**src/rtl/assert_macros.svh**
```systemverilog
// Assertion helpers, included by rtl/adabelief_update.sv.
`ifndef ASSERT_MACROS_SVH
`define ASSERT_MACROS_SVH

// Property checked on every clock edge outside reset.
`define ABEL_ASSERT(lbl, clk, rst, prop, msg) \
   lbl: assert property (@(posedge clk) disable iff (rst) prop) else $error(msg);

// Condition in one cycle implies a consequence in the next cycle.
`define ABEL_ASSERT_NEXT(lbl, clk, rst, ante, cons, msg) \
   lbl: assert property (@(posedge clk) disable iff (rst) ante |=> cons) else $error(msg);

`endif

```
**src/rtl/abel_pkg.sv**
```systemverilog
`default_nettype none
package abel_pkg;

   typedef enum logic {
      MODE_DIV  = 1'b0,
      MODE_SQRT = 1'b1
   } iter_mode_type;

   typedef struct packed {
      logic          start;
      iter_mode_type mode;
   } iter_cmd_type;

   typedef struct packed {
      logic busy;
      logic done;
   } iter_sts_type;

   localparam int DIV_STEPS  = 64;
   localparam int SQRT_STEPS = 32;

   localparam logic [2:0] CSR_WEIGHT_COUNT  = 3'd0;
   localparam logic [2:0] CSR_DECAY_FIRST   = 3'd1;
   localparam logic [2:0] CSR_DECAY_SECOND  = 3'd2;
   localparam logic [2:0] CSR_LEARN_RATE    = 3'd3;
   localparam logic [2:0] CSR_EPSILON_OUTER = 3'd4;
   localparam logic [2:0] CSR_EPSILON_INNER = 3'd5;

   localparam logic [7:0]  RST_WEIGHT_COUNT  = 8'd97;
   localparam logic [15:0] RST_DECAY_FIRST   = 16'd58982;
   localparam logic [15:0] RST_DECAY_SECOND  = 16'd64881;
   localparam logic [23:0] RST_LEARN_RATE    = 24'd503316;
   localparam logic [15:0] RST_EPSILON_OUTER = 16'd1;
   localparam logic [15:0] RST_EPSILON_INNER = 16'd1;

endpackage
`default_nettype wire

```
**src/rtl/abel_iter.sv**
```systemverilog
`default_nettype none
// Restoring divider and square root sharing one compare and subtract path.
module abel_iter (
   input  wire logic                  clock,
   input  wire logic                  reset,
   input  wire abel_pkg::iter_cmd_type cmd,
   input  wire logic [63:0]           op_a,
   input  wire logic [33:0]           op_b,
   output abel_pkg::iter_sts_type     sts,
   output logic [63:0]                result
);

   abel_pkg::iter_mode_type mode_ff;
   logic [63:0] x_ff;
   logic [35:0] r_ff;
   logic [31:0] root_ff;
   logic [33:0] b_ff;
   logic [5:0]  cnt_ff;
   logic        busy_ff;
   logic        done_ff;

   logic [35:0] a_op;
   logic [35:0] b_op;
   logic [36:0] diff;
   logic        take;
   logic [35:0] r_in;

   always_comb begin
      if (mode_ff == abel_pkg::MODE_SQRT) begin
         a_op = {r_ff[33:0], x_ff[63:62]};
         b_op = {2'b00, root_ff, 2'b01};
      end else begin
         a_op = {r_ff[34:0], x_ff[63]};
         b_op = {2'b00, b_ff};
      end
      diff = {1'b0, a_op} - {1'b0, b_op};
      take = !diff[36];
      r_in = take ? diff[35:0] : a_op;
   end

   always_ff @(posedge clock) begin
      if (reset) begin
         busy_ff <= 1'b0;
         done_ff <= 1'b0;
      end else begin
         done_ff <= 1'b0;
         if (cmd.start) begin
            busy_ff <= 1'b1;
            mode_ff <= cmd.mode;
            x_ff    <= op_a;
            b_ff    <= op_b;
            r_ff    <= '0;
            root_ff <= '0;
            cnt_ff  <= (cmd.mode == abel_pkg::MODE_SQRT) ?
                       6'(abel_pkg::SQRT_STEPS - 1) : 6'(abel_pkg::DIV_STEPS - 1);
         end else if (busy_ff) begin
            r_ff <= r_in;
            if (mode_ff == abel_pkg::MODE_SQRT) begin
               x_ff    <= {x_ff[61:0], 2'b00};
               root_ff <= {root_ff[30:0], take};
            end else begin
               x_ff <= {x_ff[62:0], take};
            end
            cnt_ff <= cnt_ff - 6'd1;
            if (cnt_ff == 6'd0) begin
               busy_ff <= 1'b0;
               done_ff <= 1'b1;
            end
         end
      end
   end

   assign sts.busy = busy_ff;
   assign sts.done = done_ff;
   assign result   = (mode_ff == abel_pkg::MODE_SQRT) ? {32'd0, root_ff} : x_ff;

endmodule
`default_nettype wire

```
**config.mk**
```make
export PLATFORM = sky130hd
export DESIGN_NAME = abel_iter
export DESIGN_NICKNAME = d
export VERILOG_FILES = /design/src/rtl/assert_macros.svh /design/src/rtl/abel_pkg.sv /design/src/rtl/abel_iter.sv
export SDC_FILE = /design/constraint.sdc
export NUM_CORES = 1
export LEC_CHECK = 0
export ABC_AREA = 1
export BUFFER_PORTS_ARGS = -buffer_cell sky130_fd_sc_hd__buf_2
export CORE_AREA = 2 2 142 144
export CTS_CLUSTER_DIAMETER = 60
export CTS_CLUSTER_SIZE = 16
export DETAILED_ROUTE_END_ITERATION = 7
export DIE_AREA = 0 0 144 146
export PLACE_DENSITY = 0.8
export SETUP_SLACK_MARGIN = 0.02
export SLEW_MARGIN = 0
export SYNTH_ARGS = -nofsm -noshare
export SYNTH_HDL_FRONTEND = slang
export SYNTH_SLANG_ARGS = --single-unit
```
**constraint.sdc**
```tcl
create_clock -name clock -period 3.5 [get_ports clock]
set_input_delay 0.175 -clock clock [delete_from_list [all_inputs] [get_ports clock]]
set_output_delay 0.175 -clock clock [all_outputs]
set_load 0.02 [all_outputs]
```
=== Word-level counts from Yosys, hierarchy flattened ===
Cells that the tools add are included.

* Add/subtract/negate cells: 2
* Multiplexer cells: 17
* Bitwise operators: 2
* Reduce and logical (&&, ||, !) cells: 8

{| class="wikitable"
|+ Operator list
! operator !! number
|-
| 2-to-1 mux 64 bit || 4
|-
| 2-to-1 mux 35 bit || 2
|-
| 2-to-1 mux 32 bit || 2
|-
| subtractor 36 x 34 -> 37 bit || 1
|-
| 2-to-1 mux 36 bit || 1
|-
| 2-to-1 mux 34 bit || 1
|-
| 2-to-1 mux 6 bit || 3
|-
| zero test 6 bit || 1
|-
| subtractor 6 x 1 -> 6 bit, second input constant || 1
|-
| 2-to-1 mux 1 bit || 4
|-
| AND reduction 2 bit || 2
|-
| nonzero test 2 bit || 2
|-
| AND reduction 3 bit || 1
|-
| OR reduction 3 bit || 1
|-
| inverter 1 bit || 2
|-
| zero test 1 bit || 1
|}

* Register bits: 174
* Input port bits: 102
* Output and inout port bits: 66
* Logic and storage cells: 37

=== Logic depth before layout (Yosys ltp) ===
Gate-level depths: netlist (run 1).

* Depth after elaboration: 6
* Depth in mapped cells: 21
* Depth with buffers taken out: 18

=== Worst setup path before layout (run 1) ===
OpenSTA, ideal clock, no wires.

* Kind: input to register
* Start: in cmd[1] in the netlist's numbering
* End: reg cnt_ff[0] (enable)
* Setup time: 0.458 ns
* Data arrival time: 2.643 ns
* Data required time: 3.042 ns
* Path slack: 0.399 ns
* Stages: 3
* Buffers on the path: 1
* Cells stage by stage: clkbuf_1 -> o21ai_0 -> inv_1

* Word-level cells in the longest chain between the ends: 2

{| class="wikitable"
|+ Ends and longest elaborated chain
! what !! line !! source
|-
| start, declared || abel_iter.sv:6 || <nowiki>input wire abel_pkg::iter_cmd_type cmd,</nowiki>
|-
| nonzero test 2 bit (no line) || n/a ||
|-
| AND reduction 2 bit (no line) || n/a ||
|-
| end signal, assigned || abel_iter.sv:54 || <nowiki>cnt_ff <= (cmd.mode == abel_pkg::MODE_SQRT) ?</nowiki>
|-
| end signal, assigned || abel_iter.sv:64 || <nowiki>cnt_ff <= cnt_ff - 6'd1;</nowiki>
|-
| end, declared || abel_iter.sv:18 || <nowiki>logic [5:0] cnt_ff;</nowiki>
|}

Every way passes these cells.
A chain may end at the register's enable or synchronous reset.

=== Worst setup path after layout (run 1) ===
* Start: reg mode_ff
* End: reg r_ff[1], data pin

* Word-level cells in the longest chain between the ends: 4
* Elaborated cells between the ends (all ways): 5
* Classes of those cells: add/sub: 1; mux: 4

{| class="wikitable"
|+ Ends and longest elaborated chain
! what !! line !! source
|-
| start, declared || abel_iter.sv:13 || <nowiki>abel_pkg::iter_mode_type mode_ff;</nowiki>
|-
| start signal, assigned || abel_iter.sv:49 || <nowiki>mode_ff <= cmd.mode;</nowiki>
|-
| 2-to-1 mux 36 bit / 2-to-1 mux 34 bit (equally long branches) || abel_iter.sv:29 || <nowiki>if (mode_ff == abel_pkg::MODE_SQRT) begin</nowiki>
|-
| subtractor 36 x 34 -> 37 bit || abel_iter.sv:36 || <nowiki>diff = {1'b0, a_op} - {1'b0, b_op};</nowiki>
|-
| 2-to-1 mux 35 bit * || abel_iter.sv:38 || <nowiki>r_in = take ? diff[35:0] : a_op;</nowiki>
|-
| 2-to-1 mux 35 bit * || abel_iter.sv:56 || <nowiki>end else if (busy_ff) begin</nowiki>
|-
| end signal, assigned || abel_iter.sv:57 || <nowiki>r_ff <= r_in;</nowiki>
|-
| end, declared || abel_iter.sv:15 || <nowiki>logic [35:0] r_ff;</nowiki>
|}

Every way passes the cells marked *; elsewhere a longest branch is shown, timed or not. The select of a mux whose other input is x is not followed.

==> impl_metrics.py, run 1 <==
metrics = {
    "global_route": {
        "grt_busiest_layer": "met2",
        "track_usage": 0.289,
        "grtUsageMet2": 0.453,
        "grt_pass1_wl_mm": 48.0,
        "use_met3": 0.0510,
        "antenna_found_initial": 0,
        "grtUsageMet1": 0.405,
        "grt_pass1_vias": 9783,
        "overflow": 0,
        "grt_max_degree": 96,
    },
    "critical_path": {
        "r2r_cells": 16,
        "critical_path_class": "register to register",
        "cp.depth": 16,
        "critPathTopFamily": "buffers and inverters",
        "worst-path-buf-inv": 5,
        "slowest_stage": "edfxtp_1",
        "start_kind": "register",
        "slowest_delay_ns": 0.40,
        "crit_chain": "buf_12 -> buf_12 -> mux2i_1 -> ha_1 -> nand2_1 -> inv_1 -> nand2_1 -> nand2_1 -> a21oi_2 -> nand2_1 -> nand2_1 -> nand3_2 -> buf_12 -> inv_2 -> nand2_1 -> a21oi_2",
        "required_ns": 3.80,
        "cp_max_fo": 54,
        "endpoint_kind": "register",
        "crit_top_cell": "nand2_1",
        "critPathArrivalTime_ns": 3.49,
    },
    "route": {
        "drt_iter0_markers": 917,
        "drt_first_pass_iters": 6,
        "vias": 10300,
        "routed_wl_mm": 29.8,
        "routedWlPerCell_um": 15.8,
        "ant_nets": 0,
        "vias_per_cell": 5.46,
        "drc": 0,
    },
    "flow_run": {
        "cap_violations": 0,
    },
    "timing": {
        "max-slew-margin-rel": 0.230,
        "tns_ns": 0,
        "hold_violations": 0,
        "fin_worst_skew_ns": 0.0154,
        "fin_hold_ws_ns": 0.00453,
        "final_max_slew_viol_count": 0,
        "worst_slack_ns": 0.305,
        "fmax_mhz": 313,
        "fin_crit_ns": 3.19,
        "grt_setup_unrepaired": "no",
        "setup_violations": 0,
        "max_slew.worst_pin.slew_ns": 1.15,
        "fin_crit_sh": 0.913,
    },
    "power_and_ir_drop": {
        "power_frac_comb": 0.314,
        "swShare": 0.360,
        "power_frac_seq": 0.396,
        "fin_total_pwr_mw": 6.55,
        "p_per_area_nw_per_um2": 497,
        "intPower_mw": 4.19,
        "clkPwrFrac": 0.290,
        "leakage_nw": 6.27,
        "ir_worst_vdd_uv": 363,
        "switchingPower_mw": 2.36,
    },
    "status": {
        "status": "completed",
    },
    "place": {
        "io_buffers": 167,
        "place.detailed.hpwl_mm": 21.0,
        "place_ws_ns": 0.406,
        "gp_congestion": 1.03,
    },
    "cells_and_area": {
        "finalNetCount": 1738,
        "diodes": 0,
        "post-route-util": 0.682,
        "syn_to_final_growth_pct": 17.8,
        "drive_gt1_frac": 0.158,
        "fillers": 1517,
    },
    "clocking": {
        "numCtsBuffers": 17,
        "cts_tree": "done",
        "clockBufferDepth": 2,
        "cts_root_buffer": "clkbuf_16",
        "post_cts_resized": 0,
        "clkTransAtPathRegs_ns": 0.08,
        "cts_sinks": 174,
        "htree_levels": 4,
        "post-cts-setup-buffer-count": 0,
        "clk_latency_ns": 0.45,
    },
    "floorplan": {
        "io_pins": 168,
        "core_um2": 19300,
        "initial_core_util": 0.578,
        "fp.dieH_um": 146,
        "dieArea_um2": 21000,
        "die_w_um": 144,
        "std_cell_rows": 51,
    },
    "logic_synthesis": {
        "synthTopCellsByArea": "edfxtp_1, nand2_1, inv_1",
        "syn_area_per_cell_um2": 7.86,
        "yosysTopAreaCell": "edfxtp_1",
        "synth_top_area_frac": 0.462,
        "synth-edff-count": 172,
        "ys_warn_count": 0,
        "synth_seq_cells": 174,
        "seq_area_frac_synth": 0.465,
        "syn_area_um2": 11200,
        "synthCells": 1423,
        "ys.flop_type": "edfxtp_1",
        "yosysUniqueCellTypes": 40,
        "synthArstFlopShare": 0,
        "syn_nets": 1561,
    },
    "min_path": {
        "whs_path_depth": 3,
        "hold_path.class": "input port to register",
    },
}
==> cells in the mapped netlist, types with 2 or more instances <==
library cell	number
buf_4	3
a21o_1	3
buf_1	7
a21oi_1	133
edfxtp_1	172
a21boi_0	4
mux2i_1	37
clkbuf_1	34
o21ai_1	12
inv_2	2
o21ai_2	9
o21ai_0	105
nor2_1	202
nand4_1	6
buf_6	4
nor2_2	4
nand3_1	37
nor3_1	3
dfxtp_1	2
nand2_1	340
nand2_2	15
ha_1	35
buf_2	9
o21bai_1	4
xnor2_1	16
a21oi_2	3
inv_1	209
==> cells by family (layout without fill, tap and decap cells) <==
family          count (synthesis)  after routing  synth area share
simple gates                  612            612             0.217
xor+xnor                       16             16            0.0125
buf+inv                       271            461            0.0983
compound gates                277            277             0.133
flops                         174            174             0.465
mux                            37             37            0.0331
fa+ha+maj                      36             36            0.0409
==> final timing paths <==
| kind | start | end | slack [ns] |
|---|---|---|---|
| max | mode_ff$_DFFE_PP_ | r_ff[1]$_SDFFCE_PP0P_ | 0.31 |
| min | op_a[45] | x_ff[45]$_DFFE_PP_ | 0.005 |
| max reg2reg | mode_ff$_DFFE_PP_ | r_ff[1]$_SDFFCE_PP0P_ | 0.31 |
| min reg2reg | busy_ff$_SDFF_PP0_ | done_ff$_SDFF_PP0_ | 0.48 |
==> power groups by stage <==
| stage | Clock, mW | Sequential (mW) | Combinational, mW |
|---|---|---|---|
| after floorplan | 0 | 2.61 | 1.49 |
| after global placement | 0 | 2.63 | 1.94 |
| after detailed placement | 0 | 2.64 | 1.97 |
| after CTS | 1.90 | 2.59 | 2.02 |
| after global routing | 1.98 | 2.61 | 2.29 |
| final | 1.90 | 2.60 | 2.06 |
==> area by class of cell <==
cell class	instances	area, um^2	share of cell area
timing repair buffer	217	1360	0.103
clock inverter	14	151	0.0115
sequential	174	5200	0.395
clock buffer	18	429	0.0326
inverter	212	801	0.0608
multi-input combinational	978	4900	0.372
tap	265	332	0.0252
==> layout by cell type, fill, tap and decap left out, drive strengths merged <==
cell / instances
nand3b: 1
nor2: 206
dlygate4sd3: 35
fa: 1
a22oi: 1
nor4: 1
a21o: 3
buf: 182
and2: 1
a21boi: 4
dfxtp: 2
o21bai: 4
nor3: 3
edfxtp: 172
xnor2: 16
clkinv: 5
mux2i: 37
nand3: 38
clkbuf: 18
a21oi: 137
o31ai: 1
nand2: 355
ha: 35
nand4: 6
o21a: 1
or2: 1
o21ai: 126
inv: 220
clkinvlp: 1
==> layer usage <==
metal  vias up  part of all wire  wire [um]
li1       4989                 -          -
met1      4742              0.43      12900
met4         0             0.028        823
met3        71             0.081       2410
met5         -                 0          0
met2       452              0.46      13600
==> flip-flops by register name, indices dropped and copies added (netlist names) <==
register,flops
root_ff,32
r_ff,35
mode_ff,1
b_ff,34
x_ff,64
cnt_ff,6
done_ff,1
busy_ff,1
==> stage by stage <==
stage	std cells	area [um^2]
final	1878	13200
after global routing	1878	13200
after CTS	1878	13200
after detailed placement	1811	12200
after global placement	1811	12200
after floorplan	1423	11200
==> tightest hold or removal path, cell delays in order <==
cell and delay [ns]:
buf_2 0.07, nand2_1 0.04, o21ai_0 0.05
==> repair_timing <==
action | in CTS | in global routing
hold endpoints to repair | 35 | 0
hold buffers | 35 | 0
endpoints found under the setup margin | 0 | 0
Note: power is estimated with default switching activity, not from simulation.
==> run 2: changes to the inputs <==
--- a/config.mk
+++ b/config.mk
@@ -8,6 +8,7 @@
 export ABC_AREA = 1
 export BUFFER_PORTS_ARGS = -buffer_cell sky130_fd_sc_hd__buf_2
 export CORE_AREA = 2 2 142 144
+export CTS_BUF_LIST = sky130_fd_sc_hd__clkbuf_8 sky130_fd_sc_hd__clkbuf_16
 export CTS_CLUSTER_DIAMETER = 60
 export CTS_CLUSTER_SIZE = 16
 export DETAILED_ROUTE_END_ITERATION = 7
==> impl_metrics.py, run 2 (same netlist as run 1, synthesis figures left out) <==
metrics = {
    "status": {
        "status": "completed",
    },
    "global_route": {
        "grtUsageMet1": 0.405,
        "grt_max_degree": 96,
        "grt_pass1_wl_mm": 48.0,
        "grt_pass1_vias": 9783,
        "track_usage": 0.289,
        "grtUsageMet2": 0.453,
        "overflow": 0,
        "grt_busiest_layer": "met2",
        "antenna_found_initial": 0,
        "use_met3": 0.0510,
    },
    "timing": {
        "fin_crit_ns": 3.20,
        "grt_setup_unrepaired": "no",
        "setup_violations": 0,
        "fin_crit_sh": 0.913,
        "fin_hold_ws_ns": 0.00493,
        "tns_ns": 0,
        "max_slew.worst_pin.slew_ns": 1.15,
        "fmax_mhz": 313,
        "hold_violations": 0,
        "fin_worst_skew_ns": 0.0152,
        "final_max_slew_viol_count": 0,
        "max-slew-margin-rel": 0.231,
        "worst_slack_ns": 0.303,
    },
    "critical_path": {
        "crit_chain": "buf_12 -> buf_12 -> mux2i_1 -> ha_1 -> nand2_1 -> inv_1 -> nand2_1 -> nand2_1 -> a21oi_2 -> nand2_1 -> nand2_1 -> nand3_2 -> buf_12 -> inv_2 -> nand2_1 -> a21oi_2",
        "slowest_stage": "edfxtp_1",
        "ff2ff_setup_slack_ns": 0.30,
        "crit_top_cell": "nand2_1",
        "critPathArrivalTime_ns": 3.50,
        "cp_max_fo": 54,
        "required_ns": 3.80,
        "critPathTopFamily": "buffers and inverters",
        "endpoint_kind": "register",
        "critical_path_class": "register to register",
        "start_kind": "register",
        "slowest_delay_ns": 0.40,
        "worst-path-buf-inv": 5,
    },
    "floorplan": {
        "dieArea_um2": 21000,
        "initial_core_util": 0.578,
        "die_w_um": 144,
        "fp.dieH_um": 146,
        "io_pins": 168,
        "core_um2": 19300,
        "std_cell_rows": 51,
    },
    "clocking": {
        "cts_root_buffer": "clkbuf_16",
        "cts_sinks": 174,
        "htree_levels": 4,
        "post-cts-setup-buffer-count": 0,
        "post_cts_resized": 0,
        "numCtsBuffers": 17,
        "clk_latency_ns": 0.44,
        "clkTransAtPathRegs_ns": 0.08,
        "cts_tree": "done",
        "clockBufferDepth": 2,
    },
    "flow_run": {
        "cap_violations": 0,
    },
    "cells_and_area": {
        "drive_gt1_frac": 0.158,
        "post-route-util": 0.682,
        "diodes": 0,
        "multi_input_area_um2": 4900,
        "largest_register": "x_ff",
        "syn_to_final_growth_pct": 17.8,
        "largest_reg_flops": 64,
        "seq_area_um2": 5200,
        "final_cell_mix": "nand2_1, inv_1, nor2_1",
        "fillers": 1517,
        "top_regs": "x_ff (64), r_ff (35), b_ff (34)",
        "layout_commonest_cell": "nand2_1",
        "finalNetCount": 1738,
    },
    "route": {
        "drt_first_pass_iters": 6,
        "ant_nets": 0,
        "vias": 10200,
        "routed_wl_mm": 29.8,
        "drt_iter0_markers": 917,
        "routedWlPerCell_um": 15.8,
        "vias_per_cell": 5.45,
        "drc": 0,
    },
    "place": {
        "io_buffers": 167,
        "place_ws_ns": 0.406,
        "gp_congestion": 1.03,
        "place.detailed.hpwl_mm": 21.0,
    },
    "power_and_ir_drop": {
        "ir_worst_vdd_uv": 363,
        "leakage_nw": 6.27,
        "p_per_area_nw_per_um2": 497,
    },
    "min_path": {
        "hold_path.class": "input port to register",
    },
}
==> run 2: cell count changes in the layout (fill, tap and decap cells not counted), sizes merged <==
| cell | before | now |
|---|---|---|
| clkbuf | 18 | 17 |
| inv | 220 | 221 |
==> run 2: area by class of cell <==
cell class,instances,share of cell area
clock buffers,17,0.0323
well taps,265,0.0252
inverters,212,0.0608
flip-flops and latches,174,0.395
clock inverters,15,0.0118
multi-input cells,978,0.372
repair buffers,217,0.103
==> run 2: worst paths after layout <==
check	from	end	cells after the start
setup / recovery	mode_ff$_DFFE_PP_	r_ff[1]$_SDFFCE_PP0P_	16
hold / removal	op_a[45]	x_ff[45]$_DFFE_PP_	3
setup reg to reg	mode_ff$_DFFE_PP_	r_ff[1]$_SDFFCE_PP0P_	16
hold reg to reg	busy_ff$_SDFF_PP0_	done_ff$_SDFF_PP0_	2
==> run 2: per-stage QoR <==
step / cells / total power, mW / area [um^2]
floorplan: 1423 / 4.10 / 11200
global placement: 1811 / 4.57 / 12200
detailed placement: 1811 / 4.61 / 12200
CTS: 1878 / 6.51 / 13200
global route: 1878 / 6.88 / 13200
finish: 1878 / 6.55 / 13200
==> run 2: report_power, final <==
| part | total [mW] | switching (mW) | internal [mW] |
|---|---|---|---|
| registers | 2.60 | 0.0815 | 2.51 |
| logic | 2.06 | 1.33 | 0.722 |
| clock network | 1.89 | 0.941 | 0.952 |
| total | 6.55 | 2.36 | 4.19 |
==> run 2: worst reg2reg max path, cell delays in order, from the launching register on <==
cell and delay (ns):
edfxtp_1 0.40, buf_12 0.17, buf_12 0.27, mux2i_1 0.42, ha_1 0.35, nand2_1 0.15, inv_1 0.06, nand2_1 0.06
nand2_1 0.08, a21oi_2 0.23, nand2_1 0.08, nand2_1 0.07, nand3_2 0.12, buf_12 0.21, inv_2 0.16, nand2_1 0.10
a21oi_2 0.12
==> run 2: repair_timing <==
item | CTS | global route
hold buffers | 35 | 0
setup endpoints to repair | 0 | 0
endpoints found under the hold margin | 35 | 0
==> run 2: metal layers <==
metal | up-vias | share of wire
met4 | 0 | 0.028
met1 | 4740 | 0.43
li1 | 4988 | -
met2 | 441 | 0.46
met3 | 71 | 0.080
met5 | - | 0
